==> config.mk <==
export PLATFORM = sky130hd
export DESIGN_NAME = relay_bank_auto_off_timer
export DESIGN_NICKNAME = d
export VERILOG_FILES = /design/src/rtl/rbt_pkg.sv /design/src/rtl/relay_bank_auto_off_timer.sv
export SDC_FILE = /design/constraint.sdc
export NUM_CORES = 1
export LEC_CHECK = 0
export BUFFER_PORTS_ARGS = -buffer_cell sky130_fd_sc_hd__buf_2
export CAP_MARGIN = 30
export CORE_MARGIN = 4
export CORE_UTILIZATION = 25
export DETAILED_ROUTE_END_ITERATION = 12
export PLACE_DENSITY = 0.45
export SYNTH_ARGS = -nofsm -noshare
export SYNTH_HDL_FRONTEND = slang
export SYNTH_SLANG_ARGS = --single-unit
==> constraint.sdc <==
create_clock -name clk -period 6.3 [get_ports clk]
set_input_delay 0.315 -clock clk [delete_from_list [all_inputs] [get_ports clk]]
set_output_delay 0.315 -clock clk [all_outputs]
set_load 0.005 [all_outputs]
==> src/rtl/rbt_pkg.sv <==
// Shared constants and types for the relay bank auto-off timer.
`timescale 1ns / 1ps
`default_nettype none

package rbt_pkg;

    // Number of relay sockets driven by the block (1 to 16).
    localparam int SOCKETS     = 6;
    localparam int MAX_SOCKETS = 16;
    localparam int SOCK_W      = (SOCKETS > 1) ? $clog2(SOCKETS) : 1;

    // Configuration registers: one minutes value per socket 0 to 5.
    localparam int NUM_CFG   = 6;
    localparam int CFG_IDX_W = 3;
    localparam int CFG_W     = 8;

    // Payload widths fixed by the interface.
    localparam int SOCKET_W  = 3;
    localparam int ENABLED_W = 8;
    localparam int OUT_W     = 6;
    localparam int CNT_W     = 16;

    localparam logic [CNT_W-1:0]     CNT_STOPPED = 16'hFFFF;
    localparam logic [ENABLED_W-1:0] VAL_ON      = 8'd1;

    // Command codes.
    localparam logic CMD_SET  = 1'b0;
    localparam logic CMD_TICK = 1'b1;

    // Sequencer states, one-hot.
    typedef enum logic [3:0] {
        ST_IDLE = 4'b0001,
        ST_TICK = 4'b0010,
        ST_SET  = 4'b0100,
        ST_EMIT = 4'b1000
    } rbt_state_t;

    // Countdown load for a socket: minutes times 60 ticks, as two shifts.
    function automatic logic [CNT_W-1:0] minutes_to_ticks(input logic [CFG_W-1:0] minutes);
        logic [CNT_W-1:0] m;
        m = CNT_W'(minutes);
        return (m << 6) - (m << 2);
    endfunction

endpackage

`default_nettype wire

==> src/rtl/relay_bank_auto_off_timer.sv <==
// Top level of the relay bank with per-socket auto-off countdowns.
`timescale 1ns / 1ps
`default_nettype none

// Relay bank with one auto-off countdown per socket. A set request (cmd 0)
// passes through the set and emit states and a tick request (cmd 1) through
// one tick state per socket and then the emit state before the next request
// can be accepted; the result is registered as the emit state is left. A tick
// is slow because one shared decrement-and-compare unit walks the countdown
// registers one socket per cycle under a small sequencer. The
// input side stalls while a request is in work; a finished result sits in an
// output register, so a new request can be accepted while the previous result
// is still waiting to be taken. A result that is held off by the output stall
// keeps the next request in its final step until the output register frees.
// Configuration writes are taken at any time but should be made while idle.
module relay_bank_auto_off_timer
    import rbt_pkg::*;
(
    input  wire logic                 clk,
    input  wire logic                 rst_n,

    input  wire logic                 cfg_we,
    input  wire logic [CFG_IDX_W-1:0] cfg_index,
    input  wire logic [CFG_W-1:0]     cfg_data,

    input  wire logic                 in_valid,
    output logic                      in_stall,
    input  wire logic                 cmd,
    input  wire logic [SOCKET_W-1:0]  socket,
    input  wire logic [ENABLED_W-1:0] enabled,

    output logic                      out_valid,
    input  wire logic                 out_stall,
    output logic [OUT_W-1:0]          relay_state,
    output logic [OUT_W-1:0]          expired_mask,
    output logic                      applied_value
);

    rbt_state_t state_reg, state_next;

    logic [CFG_W-1:0]     min_reg [NUM_CFG];
    logic [CNT_W-1:0]     cnt_reg [SOCKETS];
    logic [CNT_W-1:0]     cnt_next [SOCKETS];
    logic [SOCKETS-1:0]   relay_reg, relay_next;
    logic [SOCKETS-1:0]   exp_reg, exp_next;
    logic                 applied_reg, applied_next;
    logic [SOCK_W-1:0]    idx_reg, idx_next;

    logic [SOCKET_W-1:0]  socket_reg, socket_next;
    logic [ENABLED_W-1:0] enabled_reg, enabled_next;

    logic                 out_valid_reg, out_valid_next;
    logic [OUT_W-1:0]     relay_out_reg, relay_out_next;
    logic [OUT_W-1:0]     exp_out_reg, exp_out_next;
    logic                 applied_out_reg, applied_out_next;

    logic [CNT_W-1:0]       cur_cnt;
    logic [CNT_W-1:0]       dec_cnt;
    logic                   sock_ok;
    logic [SOCK_W-1:0]      sock_idx;
    logic [CFG_W-1:0]       sel_minutes;
    logic [MAX_SOCKETS-1:0] relay_wide;
    logic [MAX_SOCKETS-1:0] exp_wide;
    logic                   out_free;

    // Shared decrement unit, fed by the sequencer index.
    assign cur_cnt = cnt_reg[idx_reg];
    assign dec_cnt = cur_cnt - CNT_W'(1);

    // Set request decode.
    assign sock_ok     = (32'(socket_reg) < 32'(SOCKETS));
    assign sock_idx    = SOCK_W'(socket_reg);
    assign sel_minutes = (32'(socket_reg) < 32'(NUM_CFG)) ? min_reg[socket_reg] : '0;

    // Only the low six sockets are visible on the result.
    assign relay_wide = MAX_SOCKETS'(relay_next);
    assign exp_wide   = MAX_SOCKETS'(exp_reg);

    assign out_free = !out_valid_reg || !out_stall;

    // Sequencer and datapath next-state logic.
    always_comb
    begin
        state_next       = state_reg;
        cnt_next         = cnt_reg;
        relay_next       = relay_reg;
        exp_next         = exp_reg;
        applied_next     = applied_reg;
        idx_next         = idx_reg;
        socket_next      = socket_reg;
        enabled_next     = enabled_reg;
        out_valid_next   = out_valid_reg && out_stall;
        relay_out_next   = relay_out_reg;
        exp_out_next     = exp_out_reg;
        applied_out_next = applied_out_reg;

        unique case (state_reg)
            ST_IDLE:
            begin
                if (in_valid)
                begin
                    socket_next  = socket;
                    enabled_next = enabled;
                    exp_next     = '0;
                    applied_next = 1'b0;
                    idx_next     = '0;
                    state_next   = (cmd == CMD_TICK) ? ST_TICK : ST_SET;
                end
            end
            ST_TICK:
            begin
                if (cur_cnt != CNT_STOPPED)
                begin
                    if (cur_cnt != '0)
                    begin
                        cnt_next[idx_reg] = dec_cnt;
                    end
                    else
                    begin
                        cnt_next[idx_reg]   = CNT_STOPPED;
                        relay_next[idx_reg] = 1'b0;
                        exp_next[idx_reg]   = 1'b1;
                    end
                end
                if (idx_reg == SOCK_W'(SOCKETS - 1))
                begin
                    state_next = ST_EMIT;
                end
                else
                begin
                    idx_next = idx_reg + SOCK_W'(1);
                end
            end
            ST_SET:
            begin
                if (sock_ok)
                begin
                    if (enabled_reg == VAL_ON)
                    begin
                        cnt_next[sock_idx]   = (sel_minutes != '0) ?
                                               minutes_to_ticks(sel_minutes) : CNT_STOPPED;
                        relay_next[sock_idx] = 1'b1;
                        applied_next         = 1'b1;
                    end
                    else
                    begin
                        cnt_next[sock_idx]   = CNT_STOPPED;
                        relay_next[sock_idx] = 1'b0;
                    end
                end
                state_next = ST_EMIT;
            end
            ST_EMIT:
            begin
                if (out_free)
                begin
                    out_valid_next   = 1'b1;
                    relay_out_next   = relay_wide[OUT_W-1:0];
                    exp_out_next     = exp_wide[OUT_W-1:0];
                    applied_out_next = applied_reg;
                    state_next       = ST_IDLE;
                end
            end
            default:
            begin
                state_next = ST_IDLE;
            end
        endcase
    end

    // Control and state registers.
    always_ff @(posedge clk or negedge rst_n)
    begin
        if (!rst_n)
        begin
            state_reg     <= ST_IDLE;
            relay_reg     <= '0;
            out_valid_reg <= 1'b0;
            idx_reg       <= '0;
            for (int i = 0; i < SOCKETS; i++)
            begin
                cnt_reg[i] <= CNT_STOPPED;
            end
            for (int i = 0; i < NUM_CFG; i++)
            begin
                min_reg[i] <= '0;
            end
        end
        else
        begin
            state_reg     <= state_next;
            relay_reg     <= relay_next;
            out_valid_reg <= out_valid_next;
            idx_reg       <= idx_next;
            cnt_reg       <= cnt_next;
            if (cfg_we && (32'(cfg_index) < 32'(NUM_CFG)))
            begin
                min_reg[cfg_index] <= cfg_data;
            end
        end
    end

    // Payload registers.
    always_ff @(posedge clk)
    begin
        exp_reg         <= exp_next;
        applied_reg     <= applied_next;
        socket_reg      <= socket_next;
        enabled_reg     <= enabled_next;
        relay_out_reg   <= relay_out_next;
        exp_out_reg     <= exp_out_next;
        applied_out_reg <= applied_out_next;
    end

    assign in_stall      = (state_reg != ST_IDLE);
    assign out_valid     = out_valid_reg;
    assign relay_state   = relay_out_reg;
    assign expired_mask  = exp_out_reg;
    assign applied_value = applied_out_reg;

`ifndef SYNTHESIS
    // An expired socket must show its relay off in the same result.
    a_expired_off: assert property (@(posedge clk) disable iff (!rst_n)
        out_valid |-> ((expired_mask & relay_state) == '0))
        else $error("expired socket still shows its relay on");

    // A result comes from either a set or a tick, never both.
    a_set_or_tick: assert property (@(posedge clk) disable iff (!rst_n)
        out_valid |-> !(applied_value && (expired_mask != '0)))
        else $error("result carries both an applied value and expiries");

    // The sequencer index never walks past the last socket.
    a_idx_range: assert property (@(posedge clk) disable iff (!rst_n)
        32'(idx_reg) < 32'(SOCKETS))
        else $error("sequencer index out of range");

    // An accepted request blocks the input in the next cycle.
    a_busy_after_accept: assert property (@(posedge clk) disable iff (!rst_n)
        (in_valid && !in_stall) |=> in_stall)
        else $error("input not stalled after a request was accepted");
`endif

endmodule

`default_nettype wire
==> key figures, run 1 <==
Synth
  • Number of different library cells in the post-synthesis netlist: 81
  • Most used flip-flop cell after synthesis: dfstp_2
  • Post-synthesis share of cell area spent on xor and xnor gates: 1.675%
  • Basic-gate share of the synthesized area counting and, or, nand and nor cells: 12.34%
  • Sequential cell area fraction in the yosys report: 45.59%
  • Dominant combinational cell family by area after synthesis: compound AO/OA/AOI/OAI gates
  • Flops & latches, synth: 189
  • Post-synthesis instance total: 1066
  • Synthesized-area fraction occupied by ao, oa, aoi and oai cells: 24.72%
  • Netlist Area Pre-Place: 10980 µm²
  • Proportion of register bits with asynchronous set or reset after synthesis: 83.60%
  • Mean Syn Cell Area: 10.30 µm²
  • Adder and majority cell fraction of the synthesized area: 1.139%
  • EDFF count, synth: 31
  • Synthesis Warnings: 0
  • Syn nets: 1104
  • Multiplexer area fraction after synthesis: 10.78%

Worst setup path
  • Worst Setup Start Kind: flop
  • Kind of critical path: flop to flop
  • Required arrival time at the worst endpoint: 6670 ps
  • Type of element capturing the critical path: flop
  • CP Max Fanout: 27
  • Data arrival, critical path: 5390 ps

Place
  • Post-place setup slack: 1221 ps
  • HPWL after DPL: 28.25 mm
  • Number of buffer cells added on primary ports: 42
  • Post-DP Area: 11840 µm²
  • Number of placed instances, taps included: 1651
  • Routability-driven placement congestion ratio: 0.8780

Global route
  • Pin count of the biggest net entering global routing: 59
  • Via count of the first global-routing pass: 9203
  • Aggregate global routing overflow: 0
  • Number of antenna violations at the first check in global routing: 0
  • Wire length of the first global-routing pass: 60.26 mm
  • Overall global routing resource usage: 16.66%

STA
  • Final number of setup-violating endpoints: 0
  • RSZ-0062 raised after global routing: no
  • Final hold vios: 0
  • Minimum clock period after layout: 5015 ps
  • Post-layout worst setup margin: 1285 ps
  • Least-Margin Pin Slew: 1031 ps
  • Max transition margin: 30.53%
  • Setup clock skew after layout: 14.54 ps
  • Tightest hold margin: 29.11 ps
  • Setup tns final: 0 ps
  • Final worst-path cycle share: 79.60%
  • Number of max-slew violations in the final report: 0
  • Peak Freq: 0.1994 GHz

Routing
  • Detailed-route wire length per cell: 23.51 µm
  • Via count: 9297
  • Drt via density: 5.518
  • Number of design rule violations left after detail routing: 0
  • First-pass iteration count of the detailed router: 5
  • Post-Route WL: 39.61 mm
  • First DRT Iteration DRCs: 842
  • Number of routed nets with antenna violations: 0

Run
  • Maximum Capacitance Violations: 0

Cells and area
  • Net total in the final layout: 1125
  • Synth-to-layout area growth: 13.56%
  • Share of the core filled with cells: 28.82%
  • Share of post-route cells with drive strength above 1: 27.27%
  • Area of the multi-input gates: 5584 µm²
  • FILL cells: 4547
  • Final Instance Count excl. Fillers: 1685
  • Max reg flops: 96
  • Sequential Area: 5007 µm²
  • Diodes inserted: 0
  • Post-route design area: 12470 µm²

CTS
  • Num CTS Buffers: 17
  • # clock sinks: 189
  • Clock tree from TritonCTS: built
  • Clock slew at the register clock pins of the worst setup and hold paths: 70 ps
  • Longest Clk Path Bufs: 2
  • Clk_lat worst skew: 460 ps
  • Clock Root Buffer: clkbuf_16
  • H-tree level count: 4

Floorplan
  • Floorplan row count: 76
  • Top-level I/O count: 43
  • Die area: 47340 µm²
  • Placeable core area: 43270 µm²
  • Initial Util: 25.38%
  • Width of the die: 217.6 µm
  • Die Y-Extent: 217.6 µm

Min path
  • Worst min-delay path class: primary input to flop

Status
  • Outcome: completed

Pwr
  • Maximum ir drop on the vdd rail: 216.8 µV
  • Static power due to leakage: 4.548 nW
  • Total power after layout: 5.242 mW
  • PD cells: 420.4 nW/µm²
Yosys cell counts, types with 9 or more instances:
| library cell | n | area share, % |
|---|---|---|
| xor2_1 | 14 | 1.1 |
| a22o_1 | 57 | 4.5 |
| a21oi_1 | 83 | 3.8 |
| a221o_1 | 13 | 1.2 |
| nand2_1 | 68 | 2.3 |
| nand3_1 | 24 | 1.1 |
| mux2_2 | 68 | 7.0 |
| clkbuf_1 | 45 | 1.5 |
| o21ai_0 | 48 | 2.2 |
| mux2i_1 | 32 | 2.9 |
| nor3_1 | 19 | 0.87 |
| a211oi_1 | 10 | 0.68 |
| o21ai_1 | 9 | 0.41 |
| o32ai_1 | 12 | 0.96 |
| nor2_1 | 79 | 2.7 |
| nand2b_1 | 11 | 0.63 |
| a21o_1 | 10 | 0.68 |
| edfxtp_1 | 31 | 8.5 |
| ha_1 | 10 | 1.1 |
| o22ai_1 | 50 | 2.8 |
| dfrtp_1 | 61 | 14 |
| inv_1 | 20 | 0.68 |
| a211o_1 | 10 | 0.80 |
| buf_2 | 12 | 0.55 |
| dfstp_2 | 97 | 23 |
| a32oi_1 | 10 | 0.80 |
placed cells by master, fill, tap and decap left out, types with 7 or more instances in the layout:
master,n
o21ai_0,48
a21o_1,10
and2_1,7
nand3_1,24
nor2_1,79
o22ai_1,50
o211ai_1,8
nand2b_1,11
a31oi_1,7
o32ai_1,12
a22o_1,57
ha_1,10
edfxtp_1,31
buf_4,24
a211oi_1,10
dfstp_2,97
nor2b_1,8
a21oi_1,83
mux2_2,68
nand2_1,67
nand4_1,7
clkbuf_16,17
inv_1,20
dfrtp_1,60
o21ai_1,9
a211o_1,10
xor2_1,14
o2bb2ai_1,8
nor3_1,16
xnor2_1,7
buf_2,41
mux2i_1,32
a221o_1,13
a32oi_1,10
power breakdown:
part | switching, mW | internal (mW) | leakage [nW]
Combinational | 1.47 | 0.781 | 2.20
Clock | 0.519 | 0.632 | 0.293
Sequential | 0.215 | 1.63 | 2.06
Total | 2.20 | 3.04 | 4.55
what timing repair did:
| action | CTS | global route |
|---|---|---|
| setup buffers | 0 | 0 |
| gates resized for setup | 0 | 0 |
| hold endpoints to repair | 9 | 0 |
| hold buffers | 1 | 0 |
path summary, 6_finish.rpt:
kind                       slack (ps)                     start                   endpoint  cells past startpoint
max                              1290    idx_reg[2]$_DFFE_PN0P_    cnt_reg[85]$_DFFE_PN1P_                     10
min                                30                       cmd   state_reg[2]$_DFFE_PN0P_                      2
max reg2reg                      1290    idx_reg[2]$_DFFE_PN0P_    cnt_reg[85]$_DFFE_PN1P_                     10
min reg2reg                       450  exp_reg[3]$_SDFFCE_PN0P_  expired_mask[3]$_DFFE_PP_                      0
max in group asynchronous        4720                     rst_n     idx_reg[0]$_DFFE_PN0P_                      3
min in group asynchronous         400                     rst_n    min_reg[47]$_DFFE_PN0P_                      2
area by class of cell:
type / count / area share, %
multi-input combinational: 787 / 44.78
clock buffer: 20 / 3.502
sequential: 189 / 40.16
tap: 585 / 5.870
timing repair buffer: 71 / 3.763
inverter: 21 / 0.6321
clock inverter: 12 / 1.294
routing by layer:
metal / vias up / track usage (%) / share of wire, %
met5: - / 0 / 0
met4: 0 / 4.579 / 1.7
met3: 46 / 2.633 / 4.9
met2: 289 / 25.95 / 46
met1: 4798 / 24.02 / 48
li1: 4164 / - / -
worst max-delay path, stage by stage (launching register included):
cell and delay [ps]:
dfrtp_1 830, nand2b_1 430, nor2_1 280, a222oi_1 700
nand4_1 300, or4_1 700, nor2_4 640, o311a_1 250
buf_4 220, nand2_1 240, a22o_1 310
kinds of logic (layout without fill, tap and decap cells):
family,count (synthesis),in the layout
compound gates,383,383
simple gates,268,268
flops,189,189
mux,105,105
buf+inv,90,124
xor+xnor,21,21
fa+ha+maj,10,10
Note: power is estimated with default switching activity, not from simulation.
==> run 2, diff against run 1 <==
--- a/config.mk
+++ b/config.mk
@@ -10,7 +10,7 @@
 export CORE_MARGIN = 4
 export CORE_UTILIZATION = 25
 export DETAILED_ROUTE_END_ITERATION = 12
-export PLACE_DENSITY = 0.45
+export PLACE_DENSITY = 0.46
 export SYNTH_ARGS = -nofsm -noshare
 export SYNTH_HDL_FRONTEND = slang
 export SYNTH_SLANG_ARGS = --single-unit
==> constraint.sdc (replaced) <==
create_clock -name clk -period 4.1 [get_ports clk]
set_input_delay 0.205 -clock clk [delete_from_list [all_inputs] [get_ports clk]]
set_output_delay 0.205 -clock clk [all_outputs]
set_load 0.005 [all_outputs]
==> key figures, run 2 (synthesized netlist as in run 1, its figures left out) <==
Global route
  • Met3 routing resource usage after global routing: 3.790%
  • Wire length of the first global-routing pass: 61.76 mm
  • Via count of the first global-routing pass: 9641
  • Pin count of the biggest net entering global routing: 159
  • Layer with the highest usage after global routing: met2
  • Number of antenna violations at the first check in global routing: 0
  • Met1 Use GR: 23.99%
  • Overall global routing resource usage: 17.10%
  • Aggregate global routing overflow: 0
  • GR met2 Demand/Resource: 26.79%

Min path
  • Worst min-delay path class: primary input to flop
  • Instance count along the most critical hold path: 4

Pwr
  • Switching power as a share of total power: 40.97%
  • Maximum ir drop on the vdd rail: 316.6 µV
  • Comb power frac: 47.0%
  • Static power due to leakage: 5.041 nW
  • Relative contribution of the clock network to total power: 20.0%
  • Total power after layout: 8.592 mW
  • Internal cell power: 5.072 mW
  • Share of power burned in registers: 32.9%
  • PD cells: 645.4 nW/µm²
  • Total net switching power: 3.521 mW

Worst setup path
  • Path depth of the worst reg2reg path: 11
  • Worst Setup Start Kind: flop
  • Type of element capturing the critical path: flop
  • Data arrival, critical path: 4300 ps
  • CP Max Fanout: 14
  • Required arrival time at the worst endpoint: 4490 ps
  • Kind of critical path: flop to flop

STA
  • Number of max-slew violations in the final report: 0
  • Peak Freq: 0.2557 GHz
  • Setup tns final: 0 ps
  • Minimum clock period after layout: 3911 ps
  • Final worst-path cycle share: 95.40%
  • Max transition margin: 24.24%
  • Tightest hold margin: 53.98 ps
  • Final hold vios: 0
  • Final number of setup-violating endpoints: 0
  • Setup clock skew after layout: 12.17 ps
  • RSZ-0062 raised after global routing: no
  • Least-Margin Pin Slew: 1136 ps

Run
  • Maximum Capacitance Violations: 0

Routing
  • First DRT Iteration DRCs: 801
  • First-pass iteration count of the detailed router: 5
  • Post-Route WL: 40.79 mm
  • Drt via density: 5.375
  • Number of routed nets with antenna violations: 0
  • Detailed-route wire length per cell: 22.79 µm
  • Number of design rule violations left after detail routing: 0
  • Via count: 9621

Floorplan
  • Die area: 47340 µm²
  • Top-level I/O count: 43
  • Placeable core area: 43270 µm²
  • Initial Util: 25.38%
  • Die Y-Extent: 217.6 µm
  • Floorplan row count: 76
  • Width of the die: 217.6 µm

Cells and area
  • Most common library cell in the layout ignoring fill and taps: buf_4
  • Synth-to-layout area growth: 21.24%
  • Share of the core filled with cells: 30.77%
  • Max reg flops: 96
  • Diodes inserted: 0
  • Sequential Area: 5007 µm²
  • FILL cells: 4516
  • Area of the multi-input gates: 5590 µm²
  • Share of post-route cells with drive strength above 1: 32.95%
  • Commonest cells after routing, fill and taps aside: buf_4 (114), dfstp_2 (97), a21oi_1 (83), nor2_1 (78), mux2_2 (68)
  • Net total in the final layout: 1230
  • Post-route design area: 13310 µm²

CTS
  • Clock Root Buffer: clkbuf_16
  • Num CTS Buffers: 17
  • H-tree level count: 4
  • Clk_lat worst skew: 460 ps
  • Clock tree from TritonCTS: built
  • Clock slew at the register clock pins of the worst setup and hold paths: 80 ps
  • # clock sinks: 189
  • Longest Clk Path Bufs: 2

Place
  • Routability-driven placement congestion ratio: 0.8985
  • HPWL after DPL: 29.60 mm
  • Post-DP Area: 12570 µm²
  • Number of buffer cells added on primary ports: 42

Status
  • Outcome: completed
run 2: cell types whose count changed in the layout (fill, tap and decap cells not counted), sizes merged:
cell	before	now
buf	70	162
dlygate4sd3	1	14
clkinv	4	8
clkbuf	20	17
bufinv	3	2
clkinvlp	1	0
inv	25	26
run 2: worst paths after layout:
check,start,to,slack [ps]
max,idx_reg[2]$_DFFE_PN0P_,cnt_reg[29]$_DFFE_PN1P_,190
min,in_valid,state_reg[0]$_DFFE_PN1P_,50
max reg2reg,idx_reg[2]$_DFFE_PN0P_,cnt_reg[29]$_DFFE_PN1P_,190
min reg2reg,applied_reg$_DFFE_PP_,applied_value$_DFFE_PP_,440
max in group asynchronous,rst_n,relay_reg[3]$_DFF_PN0_,2830
min in group asynchronous,rst_n,min_reg[15]$_DFFE_PN0P_,310
run 2: critical path: stages, from the launching register on:
cell	delay, ps
dfrtp_1	520
nor2b_1	210
and2_1	310
a221oi_2	530
nand3_2	230
or4_1	560
buf_4	220
nor2_4	300
buf_4	290
o31ai_1	110
nand2b_1	250
a211o_1	320
run 2: cell type report:
class / instances / share of cell area, %
Multi-Input combinational cell: 787 / 41.99
Sequential cell: 189 / 37.61
Timing Repair Buffer: 176 / 9.897
Tap cell: 585 / 5.498
Clock buffer: 17 / 3.195
Clock inverter: 15 / 1.212
Inverter: 21 / 0.5921
run 2: power by group through the flow:
stage	combinational [mW]	clock [mW]	sequential, mW
after floorplan	2.41	0	2.70
after global placement	3.91	0	2.86
after detailed placement	3.93	0	2.85
after CTS	3.97	1.77	2.83
after global routing	4.34	1.83	2.87
final	4.04	1.72	2.83
run 2: layer usage:
layer  vias up  wire [µm]
li1       4362          -
met2       379      18570
met5         -          0
met4         0        679
met3        53       2797
met1      4827      18740
run 2: repair_timing:
item / 4_1_cts / 5_1_grt
setup buffers: 0 / 1
hold buffers: 14 / 0
endpoints found under the setup margin: 0 / 14
gates resized for setup: 0 / 2
endpoints found under the hold margin: 75 / 0
run 2: per-stage QoR:
step	worst slack, ps	instances
final	188.7	1790
after global placement	33.58	1741
after global routing	18.58	1790
after detailed placement	104.3	1743
after CTS	76.88	1789
after floorplan	371.0	1066
